<file path="config.mk">
export PLATFORM = sky130hd
export DESIGN_NAME = sliding_window_average_core
export DESIGN_NICKNAME = d
export VERILOG_FILES = /design/src/hw/rtl/swa_pkg.sv /design/src/hw/rtl/swa_ram.sv /design/src/hw/rtl/swa_front.sv /design/src/hw/rtl/swa_queue.sv /design/src/hw/rtl/swa_div.sv /design/src/hw/rtl/sliding_window_average_core.sv
export SDC_FILE = /design/constraint.sdc
export NUM_CORES = 1
export LEC_CHECK = 0
export CAP_MARGIN = 0
export CELL_PAD_IN_SITES_DETAIL_PLACEMENT = 1
export CELL_PAD_IN_SITES_GLOBAL_PLACEMENT = 1
export CORE_UTILIZATION = 50
export DETAILED_ROUTE_END_ITERATION = 16
export DONT_BUFFER_PORTS = 1
export GPL_TIMING_DRIVEN = 0
export PLACE_DENSITY = 0.83
export SLEW_MARGIN = 20
export SYNTH_ARGS = -nofsm -noshare
export SYNTH_HDL_FRONTEND = slang
export SYNTH_SLANG_ARGS = --single-unit
</file>
<file path="constraint.sdc">
create_clock -name clk -period 6.4 [get_ports clk]
set_clock_uncertainty 0.2 [all_clocks]
set_input_delay 0.96 -clock clk [delete_from_list [all_inputs] [get_ports clk]]
set_output_delay 0.96 -clock clk [all_outputs]
set_load 0.005 [all_outputs]
</file>
<file path="src/hw/rtl/swa_pkg.sv">
// Shared constants and width helpers for the sliding window average core.
// Used by every module of the block; depends on nothing else.
`default_nettype none

package swa_pkg;

  // Width and reset value of the window size register.
  localparam int CFG_W = 7;
  localparam logic [CFG_W-1:0] WINDOW_RESET = 7'd4;

  // Fixed point format of the average.
  localparam int FRAC_BITS = 16;
  localparam int AVG_W     = 32;

  // Depth of the queue between the front and back parts.
  localparam int Q_DEPTH = 2;

  // Defaults for the top level parameters.
  localparam int WINDOW_MAX_DEF  = 64;
  localparam int SAMPLE_BITS_DEF = 16;

  // Address width of a store with the given depth (at least one bit).
  function automatic int addr_bits(input int depth);
    return (depth > 1) ? $clog2(depth) : 1;
  endfunction

  // Width that holds a fill count from 0 up to the window maximum.
  function automatic int fill_bits(input int wmax);
    return $clog2(wmax + 1);
  endfunction

  // Signed width that holds the sum of up to wmax samples.
  function automatic int sum_bits(input int sbits, input int wmax);
    return sbits + $clog2(wmax);
  endfunction

  // Width of one queue entry: running sum and fill count.
  function automatic int entry_bits(input int sbits, input int wmax);
    return sum_bits(sbits, wmax) + fill_bits(wmax);
  endfunction

endpackage

`default_nettype wire

</file>
<file path="src/hw/rtl/swa_ram.sv">
// Generic single write port, single read port RAM with a registered read.
// Depends on swa_pkg for its address width; used for the sample ring.
`default_nettype none

module swa_ram #(
  parameter int WIDTH = 16,
  parameter int DEPTH = 64
) (
  input  wire logic                                 clk,
  input  wire logic                                 we,
  input  wire logic [swa_pkg::addr_bits(DEPTH)-1:0] waddr,
  input  wire logic [WIDTH-1:0]                     wdata,
  input  wire logic [swa_pkg::addr_bits(DEPTH)-1:0] raddr,
  output logic      [WIDTH-1:0]                     rdata
);

  logic [WIDTH-1:0] mem [DEPTH];

  always_ff @(posedge clk) begin
    if (we) begin
      mem[waddr] <= wdata;
    end
    rdata <= mem[raddr];
  end

endmodule

`default_nettype wire

</file>
<file path="src/hw/rtl/swa_front.sv">
// Front part: window register, sample ring, running sum and fill count.
// Depends on swa_pkg and swa_ram; pushes (sum, fill) pairs to the queue.
`default_nettype none

module swa_front #(
  parameter int WINDOW_MAX  = swa_pkg::WINDOW_MAX_DEF,
  parameter int SAMPLE_BITS = swa_pkg::SAMPLE_BITS_DEF
) (
  input  wire logic                                                 clk,
  input  wire logic                                                 rst,
  input  wire logic                                                 cfg_valid,
  output logic                                                      cfg_ready,
  input  wire logic [swa_pkg::CFG_W-1:0]                            cfg_data,
  input  wire logic                                                 in_valid,
  output logic                                                      in_ready,
  input  wire logic signed [SAMPLE_BITS-1:0]                        sample,
  output logic                                                      q_valid,
  input  wire logic                                                 q_ready,
  output logic [swa_pkg::entry_bits(SAMPLE_BITS, WINDOW_MAX)-1:0]   q_data
);

  import swa_pkg::*;

  localparam int AW    = addr_bits(WINDOW_MAX);
  localparam int FW    = fill_bits(WINDOW_MAX);
  localparam int SW    = sum_bits(SAMPLE_BITS, WINDOW_MAX);
  localparam int CMP_W = (FW > CFG_W) ? FW : CFG_W;
  localparam int OW    = FW + 1;

  typedef enum logic [1:0] {
    F_IDLE = 2'b01,
    F_UPD  = 2'b10
  } front_state_t;

  front_state_t            state;
  logic [CFG_W-1:0]        window_size;
  logic [AW-1:0]           write_slot;
  logic [FW-1:0]           held_count;
  logic signed [SW-1:0]    window_sum;
  logic signed [SAMPLE_BITS-1:0] sample_q;

  logic [FW-1:0]           win_eff;
  logic [OW-1:0]           oldest_raw;
  logic [OW-1:0]           oldest_wrap;
  logic [AW-1:0]           oldest;
  logic                    drop;
  logic [SAMPLE_BITS-1:0]  ring_rdata;
  logic [AW-1:0]           write_slot_next;
  logic [FW-1:0]           held_count_next;
  logic signed [SW-1:0]    window_sum_next;
  logic signed [SW-1:0]    drop_value;

  // Window of zero counts as one; above the maximum it saturates.
  always_comb begin
    if (window_size == '0) begin
      win_eff = FW'(1);
    end else if (CMP_W'(window_size) > CMP_W'(WINDOW_MAX)) begin
      win_eff = FW'(WINDOW_MAX);
    end else begin
      win_eff = FW'(window_size);
    end
  end

  // Oldest held slot, write_slot - window taken modulo the ring depth.
  always_comb begin
    oldest_raw  = OW'(write_slot) + OW'(WINDOW_MAX) - OW'(win_eff);
    oldest_wrap = (oldest_raw >= OW'(WINDOW_MAX)) ? oldest_raw - OW'(WINDOW_MAX) : oldest_raw;
    oldest      = oldest_wrap[AW-1:0];
  end

  assign drop = (held_count >= win_eff);

  always_comb begin
    drop_value      = drop ? SW'($signed(ring_rdata)) : '0;
    window_sum_next = window_sum - drop_value + SW'(sample_q);
    held_count_next = drop ? win_eff : held_count + FW'(1);
    write_slot_next = (write_slot == AW'(WINDOW_MAX - 1)) ? '0 : write_slot + AW'(1);
  end

  assign cfg_ready = 1'b1;
  assign in_ready  = (state == F_IDLE) && q_ready && !cfg_valid;
  assign q_valid   = (state == F_UPD);
  assign q_data    = {window_sum_next, held_count_next};

  // The oldest entry is read in the accept cycle and arrives in the update cycle.
  swa_ram #(
    .WIDTH (SAMPLE_BITS),
    .DEPTH (WINDOW_MAX)
  ) u_ring (
    .clk   (clk),
    .we    (state == F_UPD),
    .waddr (write_slot),
    .wdata (sample_q),
    .raddr (oldest),
    .rdata (ring_rdata)
  );

  always_ff @(posedge clk) begin
    if (in_valid && in_ready) begin
      sample_q <= sample;
    end
  end

  always_ff @(posedge clk) begin
    if (rst) begin
      state       <= F_IDLE;
      window_size <= WINDOW_RESET;
      write_slot  <= '0;
      held_count  <= '0;
      window_sum  <= '0;
    end else begin
      // Every register write restarts the window. An update in flight has
      // already handed its result to the queue, so the restart wins.
      if (cfg_valid) begin
        window_size <= cfg_data;
        write_slot  <= '0;
        held_count  <= '0;
        window_sum  <= '0;
      end else if (state == F_UPD) begin
        write_slot <= write_slot_next;
        held_count <= held_count_next;
        window_sum <= window_sum_next;
      end
      case (state)
        F_IDLE: begin
          if (in_valid && in_ready) begin
            state <= F_UPD;
          end
        end
        F_UPD: begin
          state <= F_IDLE;
        end
        default: begin
          state <= F_IDLE;
        end
      endcase
    end
  end

  a_held_in_window: assert property (@(posedge clk) disable iff (rst)
    held_count <= win_eff)
    else $error("fill count exceeds the effective window");

  a_queue_room: assert property (@(posedge clk) disable iff (rst)
    (state == F_UPD) |-> q_ready)
    else $error("queue full when the front part pushes its update");

  a_cfg_blocks_input: assert property (@(posedge clk) disable iff (rst)
    cfg_valid |-> !in_ready)
    else $error("sample accepted together with a window write");

endmodule

`default_nettype wire

</file>
<file path="src/hw/rtl/swa_queue.sv">
// Short queue between the front and back parts.
// Depends on swa_pkg for its depth.
`default_nettype none

module swa_queue #(
  parameter int WIDTH = 29
) (
  input  wire logic             clk,
  input  wire logic             rst,
  input  wire logic             push_valid,
  output logic                  push_ready,
  input  wire logic [WIDTH-1:0] push_data,
  output logic                  pop_valid,
  input  wire logic             pop_ready,
  output logic [WIDTH-1:0]      pop_data
);

  import swa_pkg::*;

  localparam int PW = addr_bits(Q_DEPTH);
  localparam int CW = $clog2(Q_DEPTH + 1);

  logic [WIDTH-1:0] entries [Q_DEPTH];
  logic [PW-1:0]    wr_ptr;
  logic [PW-1:0]    rd_ptr;
  logic [CW-1:0]    count;
  logic             push;
  logic             pop;

  assign push_ready = (count != CW'(Q_DEPTH));
  assign pop_valid  = (count != '0);
  assign pop_data   = entries[rd_ptr];
  assign push       = push_valid && push_ready;
  assign pop        = pop_valid && pop_ready;

  always_ff @(posedge clk) begin
    if (push) begin
      entries[wr_ptr] <= push_data;
    end
  end

  always_ff @(posedge clk) begin
    if (rst) begin
      wr_ptr <= '0;
      rd_ptr <= '0;
      count  <= '0;
    end else begin
      if (push) begin
        wr_ptr <= (wr_ptr == PW'(Q_DEPTH - 1)) ? '0 : wr_ptr + PW'(1);
      end
      if (pop) begin
        rd_ptr <= (rd_ptr == PW'(Q_DEPTH - 1)) ? '0 : rd_ptr + PW'(1);
      end
      if (push && !pop) begin
        count <= count + CW'(1);
      end else if (pop && !push) begin
        count <= count - CW'(1);
      end
    end
  end

endmodule

`default_nettype wire

</file>
<file path="src/hw/rtl/swa_div.sv">
// Back part: bit-serial signed divide of sum * 2^16 by the fill count,
// saturation to 32 bits and the output register. Depends on swa_pkg.
`default_nettype none

module swa_div #(
  parameter int WINDOW_MAX  = swa_pkg::WINDOW_MAX_DEF,
  parameter int SAMPLE_BITS = swa_pkg::SAMPLE_BITS_DEF
) (
  input  wire logic                                               clk,
  input  wire logic                                               rst,
  input  wire logic                                               q_valid,
  output logic                                                    q_ready,
  input  wire logic [swa_pkg::entry_bits(SAMPLE_BITS, WINDOW_MAX)-1:0] q_data,
  output logic                                                    out_valid,
  input  wire logic                                               out_ready,
  output logic signed [swa_pkg::AVG_W-1:0]                        average,
  output logic [swa_pkg::fill_bits(WINDOW_MAX)-1:0]               fill
);

  import swa_pkg::*;

  localparam int FW    = fill_bits(WINDOW_MAX);
  localparam int SW    = sum_bits(SAMPLE_BITS, WINDOW_MAX);
  localparam int DVD_W = SW + FRAC_BITS;
  localparam int CW    = $clog2(DVD_W);
  localparam int WIDE  = (DVD_W + 1 > AVG_W + 1) ? DVD_W + 1 : AVG_W + 1;

  localparam logic signed [AVG_W-1:0] AVG_MAX32 = {1'b0, {(AVG_W-1){1'b1}}};
  localparam logic signed [AVG_W-1:0] AVG_MIN32 = {1'b1, {(AVG_W-1){1'b0}}};
  localparam logic signed [WIDE-1:0]  AVG_MAX   = WIDE'(AVG_MAX32);
  localparam logic signed [WIDE-1:0]  AVG_MIN   = WIDE'(AVG_MIN32);

  typedef enum logic [2:0] {
    B_IDLE = 3'b001,
    B_RUN  = 3'b010,
    B_DONE = 3'b100
  } back_state_t;

  back_state_t         state;
  logic [CW-1:0]       cnt;
  logic [DVD_W-1:0]    dvd;
  logic [FW-1:0]       rem;
  logic [FW-1:0]       divisor;
  logic                neg;

  logic signed [SW-1:0] q_sum;
  logic [FW-1:0]        q_fill;
  logic [SW-1:0]        q_mag;
  logic [FW:0]          rem_sh;
  logic                 ge;
  logic [FW:0]          rem_sub;
  logic signed [WIDE-1:0] quot;
  logic signed [AVG_W-1:0] avg_sat;

  assign q_sum   = q_data[FW +: SW];
  assign q_fill  = q_data[FW-1:0];
  assign q_mag   = q_sum[SW-1] ? SW'(-q_sum) : SW'(q_sum);
  assign q_ready = (state == B_IDLE);

  // One restoring step: shift in the next dividend bit, subtract if it fits.
  always_comb begin
    rem_sh  = {rem, dvd[DVD_W-1]};
    ge      = (rem_sh >= {1'b0, divisor});
    rem_sub = rem_sh - {1'b0, divisor};
  end

  // Quotient magnitude sits in dvd once all steps are done.
  always_comb begin
    quot = neg ? -$signed(WIDE'(dvd)) : $signed(WIDE'(dvd));
    if (quot > AVG_MAX) begin
      avg_sat = AVG_MAX32;
    end else if (quot < AVG_MIN) begin
      avg_sat = AVG_MIN32;
    end else begin
      avg_sat = AVG_W'(quot);
    end
  end

  always_ff @(posedge clk) begin
    case (state)
      B_IDLE: begin
        if (q_valid) begin
          dvd     <= {q_mag, FRAC_BITS'(0)};
          rem     <= '0;
          divisor <= q_fill;
          neg     <= q_sum[SW-1];
        end
      end
      B_RUN: begin
        dvd <= {dvd[DVD_W-2:0], ge};
        rem <= ge ? rem_sub[FW-1:0] : rem_sh[FW-1:0];
      end
      B_DONE: begin
        if (!out_valid || out_ready) begin
          average <= avg_sat;
          fill    <= divisor;
        end
      end
      default: begin
      end
    endcase
  end

  always_ff @(posedge clk) begin
    if (rst) begin
      state     <= B_IDLE;
      cnt       <= '0;
      out_valid <= 1'b0;
    end else begin
      // A finished divide refills the output register as it empties.
      if (state == B_DONE && (!out_valid || out_ready)) begin
        out_valid <= 1'b1;
      end else if (out_valid && out_ready) begin
        out_valid <= 1'b0;
      end
      case (state)
        B_IDLE: begin
          if (q_valid) begin
            cnt   <= '0;
            state <= B_RUN;
          end
        end
        B_RUN: begin
          cnt <= cnt + CW'(1);
          if (cnt == CW'(DVD_W - 1)) begin
            state <= B_DONE;
          end
        end
        B_DONE: begin
          if (!out_valid || out_ready) begin
            state <= B_IDLE;
          end
        end
        default: begin
          state <= B_IDLE;
        end
      endcase
    end
  end

  a_rem_below_divisor: assert property (@(posedge clk) disable iff (rst)
    (state == B_RUN) |-> (rem < divisor))
    else $error("partial remainder not below the divisor");

  a_divisor_nonzero: assert property (@(posedge clk) disable iff (rst)
    (state == B_RUN) |-> (divisor != '0))
    else $error("divide started with a zero fill count");

  a_valid_from_done: assert property (@(posedge clk) disable iff (rst)
    $rose(out_valid) |-> ($past(state) == B_DONE))
    else $error("result shown without a finished divide");

endmodule

`default_nettype wire

</file>
<file path="src/hw/rtl/sliding_window_average_core.sv">
// Top level of the sliding window average core: front part, queue, back part.
// Depends on swa_pkg, swa_front, swa_queue and swa_div.
//
//   Channel | Direction | Handshake            | Payload
//   --------+-----------+----------------------+-------------------------------
//   cfg     | in        | cfg_valid/cfg_ready  | cfg_data: window size, 7 bits
//   in      | in        | in_valid/in_ready    | sample: signed SAMPLE_BITS
//   out     | out       | out_valid/out_ready  | average: signed 32, fill
//
// The front part takes a request in its idle state and updates the ring and
// the running sum in its update state; it takes no new sample before that
// update. The back part divides one bit per cycle over a dividend of SUM_W + 16
// bits, SUM_W = SAMPLE_BITS + clog2(WINDOW_MAX), and its slow divide sets the
// sustained rate. Synchronous reset sets the window to 4 and empties it; the
// ring needs no clearing pass. The two-entry queue and the output register let
// the front keep taking samples while a result waits on out_ready.
`default_nettype none

module sliding_window_average_core #(
  parameter int WINDOW_MAX  = swa_pkg::WINDOW_MAX_DEF,
  parameter int SAMPLE_BITS = swa_pkg::SAMPLE_BITS_DEF
) (
  input  wire logic                                  clk,
  input  wire logic                                  rst,
  input  wire logic                                  cfg_valid,
  output logic                                       cfg_ready,
  input  wire logic [swa_pkg::CFG_W-1:0]             cfg_data,
  input  wire logic                                  in_valid,
  output logic                                       in_ready,
  input  wire logic signed [SAMPLE_BITS-1:0]         sample,
  output logic                                       out_valid,
  input  wire logic                                  out_ready,
  output logic signed [swa_pkg::AVG_W-1:0]           average,
  output logic [swa_pkg::fill_bits(WINDOW_MAX)-1:0]  fill
);

  import swa_pkg::*;

  localparam int ENT_W = entry_bits(SAMPLE_BITS, WINDOW_MAX);

  // Front to queue.
  logic             push_valid;
  logic             push_ready;
  logic [ENT_W-1:0] push_data;

  // Queue to back.
  logic             pop_valid;
  logic             pop_ready;
  logic [ENT_W-1:0] pop_data;

  // The front part owns the window register and the ring. Each accepted
  // sample yields one queue entry with the updated sum and fill count.
  swa_front #(
    .WINDOW_MAX  (WINDOW_MAX),
    .SAMPLE_BITS (SAMPLE_BITS)
  ) u_front (
    .clk       (clk),
    .rst       (rst),
    .cfg_valid (cfg_valid),
    .cfg_ready (cfg_ready),
    .cfg_data  (cfg_data),
    .in_valid  (in_valid),
    .in_ready  (in_ready),
    .sample    (sample),
    .q_valid   (push_valid),
    .q_ready   (push_ready),
    .q_data    (push_data)
  );

  // A short queue decouples the sum update from the slow divide.
  swa_queue #(
    .WIDTH (ENT_W)
  ) u_queue (
    .clk        (clk),
    .rst        (rst),
    .push_valid (push_valid),
    .push_ready (push_ready),
    .push_data  (push_data),
    .pop_valid  (pop_valid),
    .pop_ready  (pop_ready),
    .pop_data   (pop_data)
  );

  // The back part turns each entry into a mean with 16 fraction bits,
  // truncated toward zero, and holds it in the output register.
  swa_div #(
    .WINDOW_MAX  (WINDOW_MAX),
    .SAMPLE_BITS (SAMPLE_BITS)
  ) u_div (
    .clk       (clk),
    .rst       (rst),
    .q_valid   (pop_valid),
    .q_ready   (pop_ready),
    .q_data    (pop_data),
    .out_valid (out_valid),
    .out_ready (out_ready),
    .average   (average),
    .fill      (fill)
  );

endmodule

`default_nettype wire

</file>
==> results.sh, run 1 <==
export IMPL_postLayoutCoreUtil_pct=58.4
export IMPL_clk_latency_ns=0.75
export IMPL_min_delay_start="sample[0]"
export IMPL_core_sq_um=102000
export IMPL_port_buffers=0
export IMPL_intPower_w=0.0155
export IMPL_holdPathStages=0
export IMPL_period_share_pct=96.6
export IMPL_rows=117
export IMPL_synth_edf_count=1190
export IMPL_drc_errors=0
export IMPL_cts_tree="done"
export IMPL_clockPowerShare_pct=38.1
export IMPL_ys_warn_count=0
export IMPL_path_class="reg -> reg"
export IMPL_power_total_w=0.0213
export IMPL_overflow=0
export IMPL_cts_buffers=131
export IMPL_nNetsFinal=3123
export IMPL_yosys_top_cells_count="1190 x edfxtp_1, 320 x mux4_2, 153 x nor2_1, 112 x inv_1, 106 x clkbuf_1"
export IMPL_antenna_found_initial=4
export IMPL_cp_end_kind="flip-flop"
export IMPL_fmax_mhz=162
export IMPL_slew_headroom_pct=18.9
export IMPL_clock_sink_count=1265
export IMPL_dp_hpwl_um=96500
export IMPL_wl_per_cell_um=33.2
export IMPL_die_w_um=324
export IMPL_path_max_fanout=10
export IMPL_syn2layout_area_growth_pct=15.1
export IMPL_worstHoldPathType="in -> reg"
export IMPL_seqPwrFrac_pct=45.5
export IMPL_p_per_area_nw_per_um2=356
export IMPL_holdBufCountCts=0
export IMPL_clkSlewWorstSetupHoldPaths_ns=0.07
export IMPL_r2r_end="u_front.u_ring.rdata[14]"
export IMPL_netlist_area_leader_share_pct=68.8
export IMPL_synth_most_common_cell="edfxtp_1"
export IMPL_async_flop_share_pct=0
export IMPL_die_y_um=324
export IMPL_yosysUniqueCellTypes=68
export IMPL_cp_required_ns=6.77
export IMPL_grt_pass1_wl_um=216000
export IMPL_drt_initial_drc_count=3351
export IMPL_cts_max_level=4
export IMPL_initial_utilization_pct=50.7
export IMPL_ff2ff_setup_slack_ns=0.22
export IMPL_p_switching_w=0.00580
export IMPL_synthCells=2793
export IMPL_status="finished, final reports clean"
export IMPL_synthTopCellsByArea="edfxtp_1 69%, mux4_2 14%, dfxtp_1 2.9%"
export IMPL_rsz0062_at_grt="no"
export IMPL_vias=29000
export IMPL_dieArea_sq_um=105000
export IMPL_clk_path_buf_depth=3
export IMPL_rr_worst_depth=13
export IMPL_syn_cell_area_sq_um=51900
export IMPL_vdd_drop_max_uv=309
export IMPL_ios=70
export IMPL_comb_power_share_pct=16.4
export IMPL_postCtsSetupBuffers=0
export IMPL_grt_pass1_vias=30500
export IMPL_drv_cap=0
export IMPL_place_gp_congestion=0.881
export IMPL_preCtsSetupSlack_ns=-0.0898
export IMPL_min_to="u_front.sample_q[0]"
export IMPL_nFillCells=8851
export IMPL_synth_seq_cells=1265
export IMPL_reg2reg_from="u_front.window_size[1]"
export IMPL_slew_violations=0
export IMPL_setup_viol=0
export IMPL_synth_area_per_cell_sq_um=18.6
export IMPL_syn_nets=2893
export IMPL_antenna_left=0
export IMPL_cts_root_buf="clkbuf_16"
export IMPL_finalCriticalPeriod_ns=6.18
export IMPL_synth_ff_type="edfxtp_1"
export IMPL_grt_max_degree=37
export IMPL_worstSetupStartpointType="flip-flop"
export IMPL_dr_pass1_iters=5
export IMPL_p_leak_nw=19.3
export IMPL_yosysTopAreaCell="edfxtp_1"
export IMPL_ys_seq_area_share_pct=71.7
export IMPL_track_usage_pct=29.1
export IMPL_routed_wl_um=150000
export IMPL_worst_slew_pin_slew_ns=1.21
export IMPL_swShare_pct=27.2
export IMPL_layout_drive_gt1_share_pct=24.1
export IMPL_hold_viol=0
export IMPL_viasPerCell=6.44
export IMPL_fin_ws_ns=0.217
export IMPL_arrival_ns=6.55
## worst max-delay path, cell delays in order, from the launching register on
cell      delay (ns)
dfxtp_1         0.34
nor3_1          0.18
a21oi_1         0.13
nor2_2          0.24
ha_1            0.21
inv_1           0.07
fa_1            0.57
clkbuf_1        0.87
clkbuf_1        0.82
clkbuf_1        0.80
mux4_2          0.44
mux4_2          0.52
mux2i_1         0.37
a21oi_1         0.24
## worst max-delay path by stage
stage                      startpoint                        to  slack (ns)  cells past startpoint
3_3_place_gp   u_front.window_size[1]    u_front.window_sum[20]        0.05                     24
3_5_place_dp   u_front.window_size[1]    u_queue.entries[0][27]       -0.09                     22
6_report       u_front.window_size[1]  u_front.u_ring.rdata[14]        0.22                     13
2_1_floorplan  u_front.window_size[1]    u_front.window_sum[20]        1.07                     24
4_1_cts        u_front.window_size[1]    u_front.window_sum[20]        0.03                     24
5_1_grt        u_front.window_size[1]    u_front.window_sum[20]       0.006                     24
## layout by cell type (no fill, tap or decap), types with 19 or more instances in the layout
| cell type | n |
|---|---|
| nor2_2 | 63 |
| buf_1 | 21 |
| inv_1 | 111 |
| nor2b_1 | 28 |
| buf_8 | 53 |
| and2_1 | 26 |
| ha_1 | 49 |
| mux2i_1 | 52 |
| dfxtp_1 | 75 |
| xnor2_1 | 42 |
| mux4_2 | 320 |
| nand2_1 | 96 |
| buf_6 | 34 |
| bufinv_16 | 19 |
| a211oi_1 | 28 |
| clkbuf_1 | 127 |
| clkinv_2 | 20 |
| nand3_1 | 21 |
| o21ai_0 | 74 |
| xor2_1 | 43 |
| a21oi_1 | 83 |
| nor3_1 | 26 |
| fa_1 | 23 |
| edfxtp_1 | 1190 |
| clkbuf_16 | 133 |
| clkinv_1 | 19 |
| nor2_1 | 90 |
## power by group through the flow
stage	Clock (W)	Sequential (W)	Combinational (W)
after floorplan	0	0.00981	0.00216
after global placement	0	0.00998	0.00297
after detailed placement	0	0.00985	0.00336
after CTS	0.00818	0.00968	0.00345
after global routing	0.00842	0.00970	0.00367
final	0.00812	0.00969	0.00349
## per-layer routing
metal / routed length, um / global-route usage [%] / part of all wire, % / vias up
met2: 77100 / 50.6 / 52 / 1753
li1: - / - / - / 11600
met5: 15 / 0 / 0.010 / -
met4: 8030 / 14.4 / 5.4 / 2
met1: 53200 / 34.9 / 36 / 15200
met3: 11400 / 5.40 / 7.6 / 413
## what timing repair did
item / CTS / global route
resized for setup: 3 / 4
setup endpoints to repair: 6 / 9
pin swaps: 0 / 1
cloned: 0 / 0
## stage by stage
step | hold slack [ns] | cell area [sq um] | std cells | TNS [ns]
floorplan | 0.226 | 51900 | 2793 | 0
finish | 0.115 | 59700 | 4503 | 0
global placement | 0.247 | 53600 | 4161 | 0
global route | 0.0943 | 59700 | 4501 | 0
CTS | 0.0804 | 59700 | 4501 | 0
detailed placement | 0.257 | 55200 | 4258 | -0.336
## registers in the layout (all words and copies together) (netlist names), 7 cells and up, named ones only
signal,cells
u_div.average,32
u_div.rem,7
u_div.fill,7
u_front.u_ring.mem,1024
u_front.held_count,7
u_front.window_size,7
u_queue.entries,58
u_div.dvd,38
u_front.window_sum,22
u_front.sample_q,16
u_div.divisor,7
u_front.u_ring.rdata,16
## layout make-up
cell class	instances	area, sq um	share of cell area [%]
buffer	139	568	0.951
multi-input combinational	1276	13900	23.3
sequential	1265	37200	62.3
clock inverter	80	1060	1.78
clock buffer	163	3490	5.84
antenna	2	5.00	0.00838
inverter	113	424	0.710
timing repair buffer	97	1340	2.24
tap	1368	1710	2.86
## kinds of logic (layout without fill, tap and decap cells)
logic type / count (synthesis) / in the layout / share of synthesized area, %
flops: 1265 / 1265 / 71.7
simple gates: 447 / 447 / 4.24
mux: 380 / 380 / 15.1
compound gates: 288 / 288 / 3.49
buf+inv: 252 / 592 / 1.90
xor+xnor: 88 / 88 / 1.50
fa+ha+maj: 72 / 72 / 2.07
other cells: 1 / 3 / 0.00722
Note: power is estimated with default switching activity, not from simulation.
==> run 2: changes to the inputs <==
--- a/config.mk
+++ b/config.mk
@@ -5,14 +5,15 @@
 export SDC_FILE = /design/constraint.sdc
 export NUM_CORES = 1
 export LEC_CHECK = 0
+export ABC_AREA = 1
 export CAP_MARGIN = 0
 export CELL_PAD_IN_SITES_DETAIL_PLACEMENT = 1
 export CELL_PAD_IN_SITES_GLOBAL_PLACEMENT = 1
-export CORE_UTILIZATION = 50
+export CORE_UTILIZATION = 30
 export DETAILED_ROUTE_END_ITERATION = 16
 export DONT_BUFFER_PORTS = 1
 export GPL_TIMING_DRIVEN = 0
-export PLACE_DENSITY = 0.83
+export PLACE_DENSITY = 0.61
 export SLEW_MARGIN = 20
 export SYNTH_ARGS = -nofsm -noshare
 export SYNTH_HDL_FRONTEND = slang
==> results.sh, run 2 <==
export IMPL_cts_tree="done"
export IMPL_synth_seq_cells=1265
export IMPL_drc_errors=0
export IMPL_grt_pass1_vias=39000
export IMPL_cts_max_level=4
export IMPL_final_common_cell="edfxtp_1"
export IMPL_worst_slew_pin_slew_ns=1.04
export IMPL_drt_initial_drc_count=3601
export IMPL_worstHoldPathType="in -> reg"
export IMPL_synthCells=4510
export IMPL_cp_required_ns=6.92
export IMPL_cp_end_kind="flip-flop"
export IMPL_ys_warn_count=0
export IMPL_p_per_area_nw_per_um2=367
export IMPL_grt_pass1_wl_um=266000
export IMPL_setup_viol=0
export IMPL_hold_viol=0
export IMPL_viasPerCell=5.21
export IMPL_core_sq_um=177000
export IMPL_preCtsSetupSlack_ns=0.958
export IMPL_arrival_ns=5.94
export IMPL_wl_per_cell_um=25.6
export IMPL_overflow=0
export IMPL_ys_seq_area_share_pct=69.6
export IMPL_track_usage_pct=20.3
export IMPL_synth_ff_type="edfxtp_1"
export IMPL_reg_top3="u_front.u_ring.mem (1024), u_queue.entries (58), u_div.dvd (38)"
export IMPL_antenna_left=0
export IMPL_status="finished, final reports clean"
export IMPL_vias=37700
export IMPL_dp_hpwl_um=136000
export IMPL_vdd_drop_max_uv=224
export IMPL_ios=70
export IMPL_place_gp_congestion=0.956
export IMPL_slew_violations=0
export IMPL_initial_utilization_pct=30.3
export IMPL_setup_tns_ns=0
export IMPL_clkSlewWorstSetupHoldPaths_ns=0.06
export IMPL_clock_sink_count=1265
export IMPL_clk_latency_ns=0.79
export IMPL_fmax_mhz=184
export IMPL_netlist_area_leader_share_pct=66.8
export IMPL_path_class="reg -> reg"
export IMPL_holdBufCountCts=0
export IMPL_async_flop_share_pct=0
export IMPL_syn_cell_area_sq_um=53500
export IMPL_slew_headroom_pct=30.5
export IMPL_clk_path_buf_depth=3
export IMPL_grt_max_degree=35
export IMPL_synth_edf_count=1190
export IMPL_cts_resized=0
export IMPL_fin_ws_ns=0.972
export IMPL_syn2layout_area_growth_pct=17.5
export IMPL_dr_pass1_iters=5
export IMPL_path_max_fanout=10
export IMPL_synth_most_common_cell="edfxtp_1"
export IMPL_cts_root_buf="clkbuf_16"
export IMPL_period_share_pct=84.8
export IMPL_largest_reg_flops=1024
export IMPL_synth_area_per_cell_sq_um=11.9
export IMPL_layout_drive_gt1_share_pct=10.5
export IMPL_synthTopCellsByArea="edfxtp_1 67%, o21ai_0 5.8%, nor2_1 5.2%"
export IMPL_most_common_layout_cells="1190 x edfxtp_1, 683 x nor2_1, 624 x o21ai_0"
export IMPL_syn_nets=4610
export IMPL_rows=154
export IMPL_worstSetupStartpointType="flip-flop"
export IMPL_die_y_um=424
export IMPL_dieArea_sq_um=180000
export IMPL_yosys_top_cells_count="1190 x edfxtp_1, 748 x nor2_1, 624 x o21ai_0, 469 x nand2_1, 254 x inv_1"
export IMPL_postCtsSetupBuffers=0
export IMPL_yosysUniqueCellTypes=52
export IMPL_largest_register="u_front.u_ring.mem"
export IMPL_p_leak_nw=21.1
export IMPL_port_buffers=0
export IMPL_routed_wl_um=185000
export IMPL_cts_buffers=140
export IMPL_die_w_um=424
export IMPL_yosysTopAreaCell="edfxtp_1"
export IMPL_drv_cap=0
export IMPL_rsz0062_at_grt="no"
export IMPL_finalCriticalPeriod_ns=5.43
export IMPL_nNetsFinal=4879
export IMPL_postLayoutCoreUtil_pct=35.6
export IMPL_antenna_found_initial=11
==> run 2: changes by cell type after synthesis, sizes merged, moves of 30 or more <==
cell,previous run,this run
nor2,154,761
inv,112,261
nand3,21,170
o221ai,2,176
mux2i,52,1
clkbuf,106,171
mux4,320,0
buf,33,90
o211ai,5,35
a21oi,83,116
o21ai,88,684
o22ai,0,65
nand2,96,487
==> run 2: kinds of logic after synthesis <==
group / count (synthesis) / share of synthesized area [%]
other: 1 / 0.00701
DFF: 1265 / 69.6
muxes: 1 / 0.0187
and+or+nand+nor: 1474 / 11.2
AOI/OAI and AO/OA: 1098 / 12.0
adders and majority gates: 72 / 2.01
buffers and inverters: 527 / 4.02
xor gates and xnor gates: 72 / 1.18
==> run 2: per-layer routing <==
metal  global-route usage (%)  part of all wire [%]  up-vias
li1                         -                     -    16800
met1                     26.1                    41    19200
met2                     33.4                    48     1364
met3                     3.86                   6.9      345
met4                     8.66                   4.1        0
met5                        0                     0        -
==> run 2: layout make-up <==
cell class,instances,area (sq um)
Fill cell,19000,114000
Sequential cell,1265,37200
Multi-Input combinational cell,2718,14400
Clock buffer,189,3890
Tap cell,2340,2930
Timing Repair Buffer,127,1880
Buffer,261,1150
Inverter,266,998
Clock inverter,62,415
Antenna cell,7,17.5
==> run 2: per-stage QoR <==
| stage | std cells | instance area [sq um] | power [W] | hold WS, ns |
|---|---|---|---|---|
| after floorplan | 4510 | 53500 | 0.0132 | 0.226 |
| after global placement | 6850 | 56400 | 0.0153 | 0.239 |
| after detailed placement | 6977 | 58500 | 0.0155 | 0.259 |
| after CTS | 7228 | 62900 | 0.0232 | 0.0235 |
| final | 7235 | 62900 | 0.0230 | 0.0700 |
| after global routing | 7232 | 62900 | 0.0240 | 0.0339 |
==> run 2: worst max-delay path, cell delays in order, from the launching register on <==
cell and delay [ns]:
dfxtp_1 0.34, nor2_1 0.11, nand3_1 0.10, nand2_1 0.15, nand2_1 0.15, ha_1 0.31
nand2_1 0.06, o21ai_0 0.16, nand4_1 0.11, nand3_1 0.31, buf_2 0.32, buf_1 0.35
nand2_1 0.10, inv_1 0.10, fa_1 0.40, inv_1 0.07, ha_1 0.29, a21oi_1 0.22
nand2_1 0.15, a21oi_1 0.28, o21ai_0 0.23, a21oi_1 0.22, xor2_1 0.45, o21ai_0 0.14
inv_1 0.06
==> run 2: final timing paths <==
kind	startpoint	end	slack, ns	cells past startpoint
max	u_front.window_size[2]	u_front.window_sum[14]	0.97	24
min	sample[0]	u_front.sample_q[0]	0.07	0
max reg2reg	u_front.window_size[2]	u_front.window_sum[14]	0.97	24
min reg2reg	u_queue.rd_ptr	flip-flop	0.27	1
==> run 2: power breakdown <==
group	total, W	internal, W	leakage (nW)	switching [W]
Clock	0.00769	0.00438	2.09	0.00331
Sequential	0.00992	0.00965	11.4	0.000270
Combinational	0.00544	0.00151	7.69	0.00393
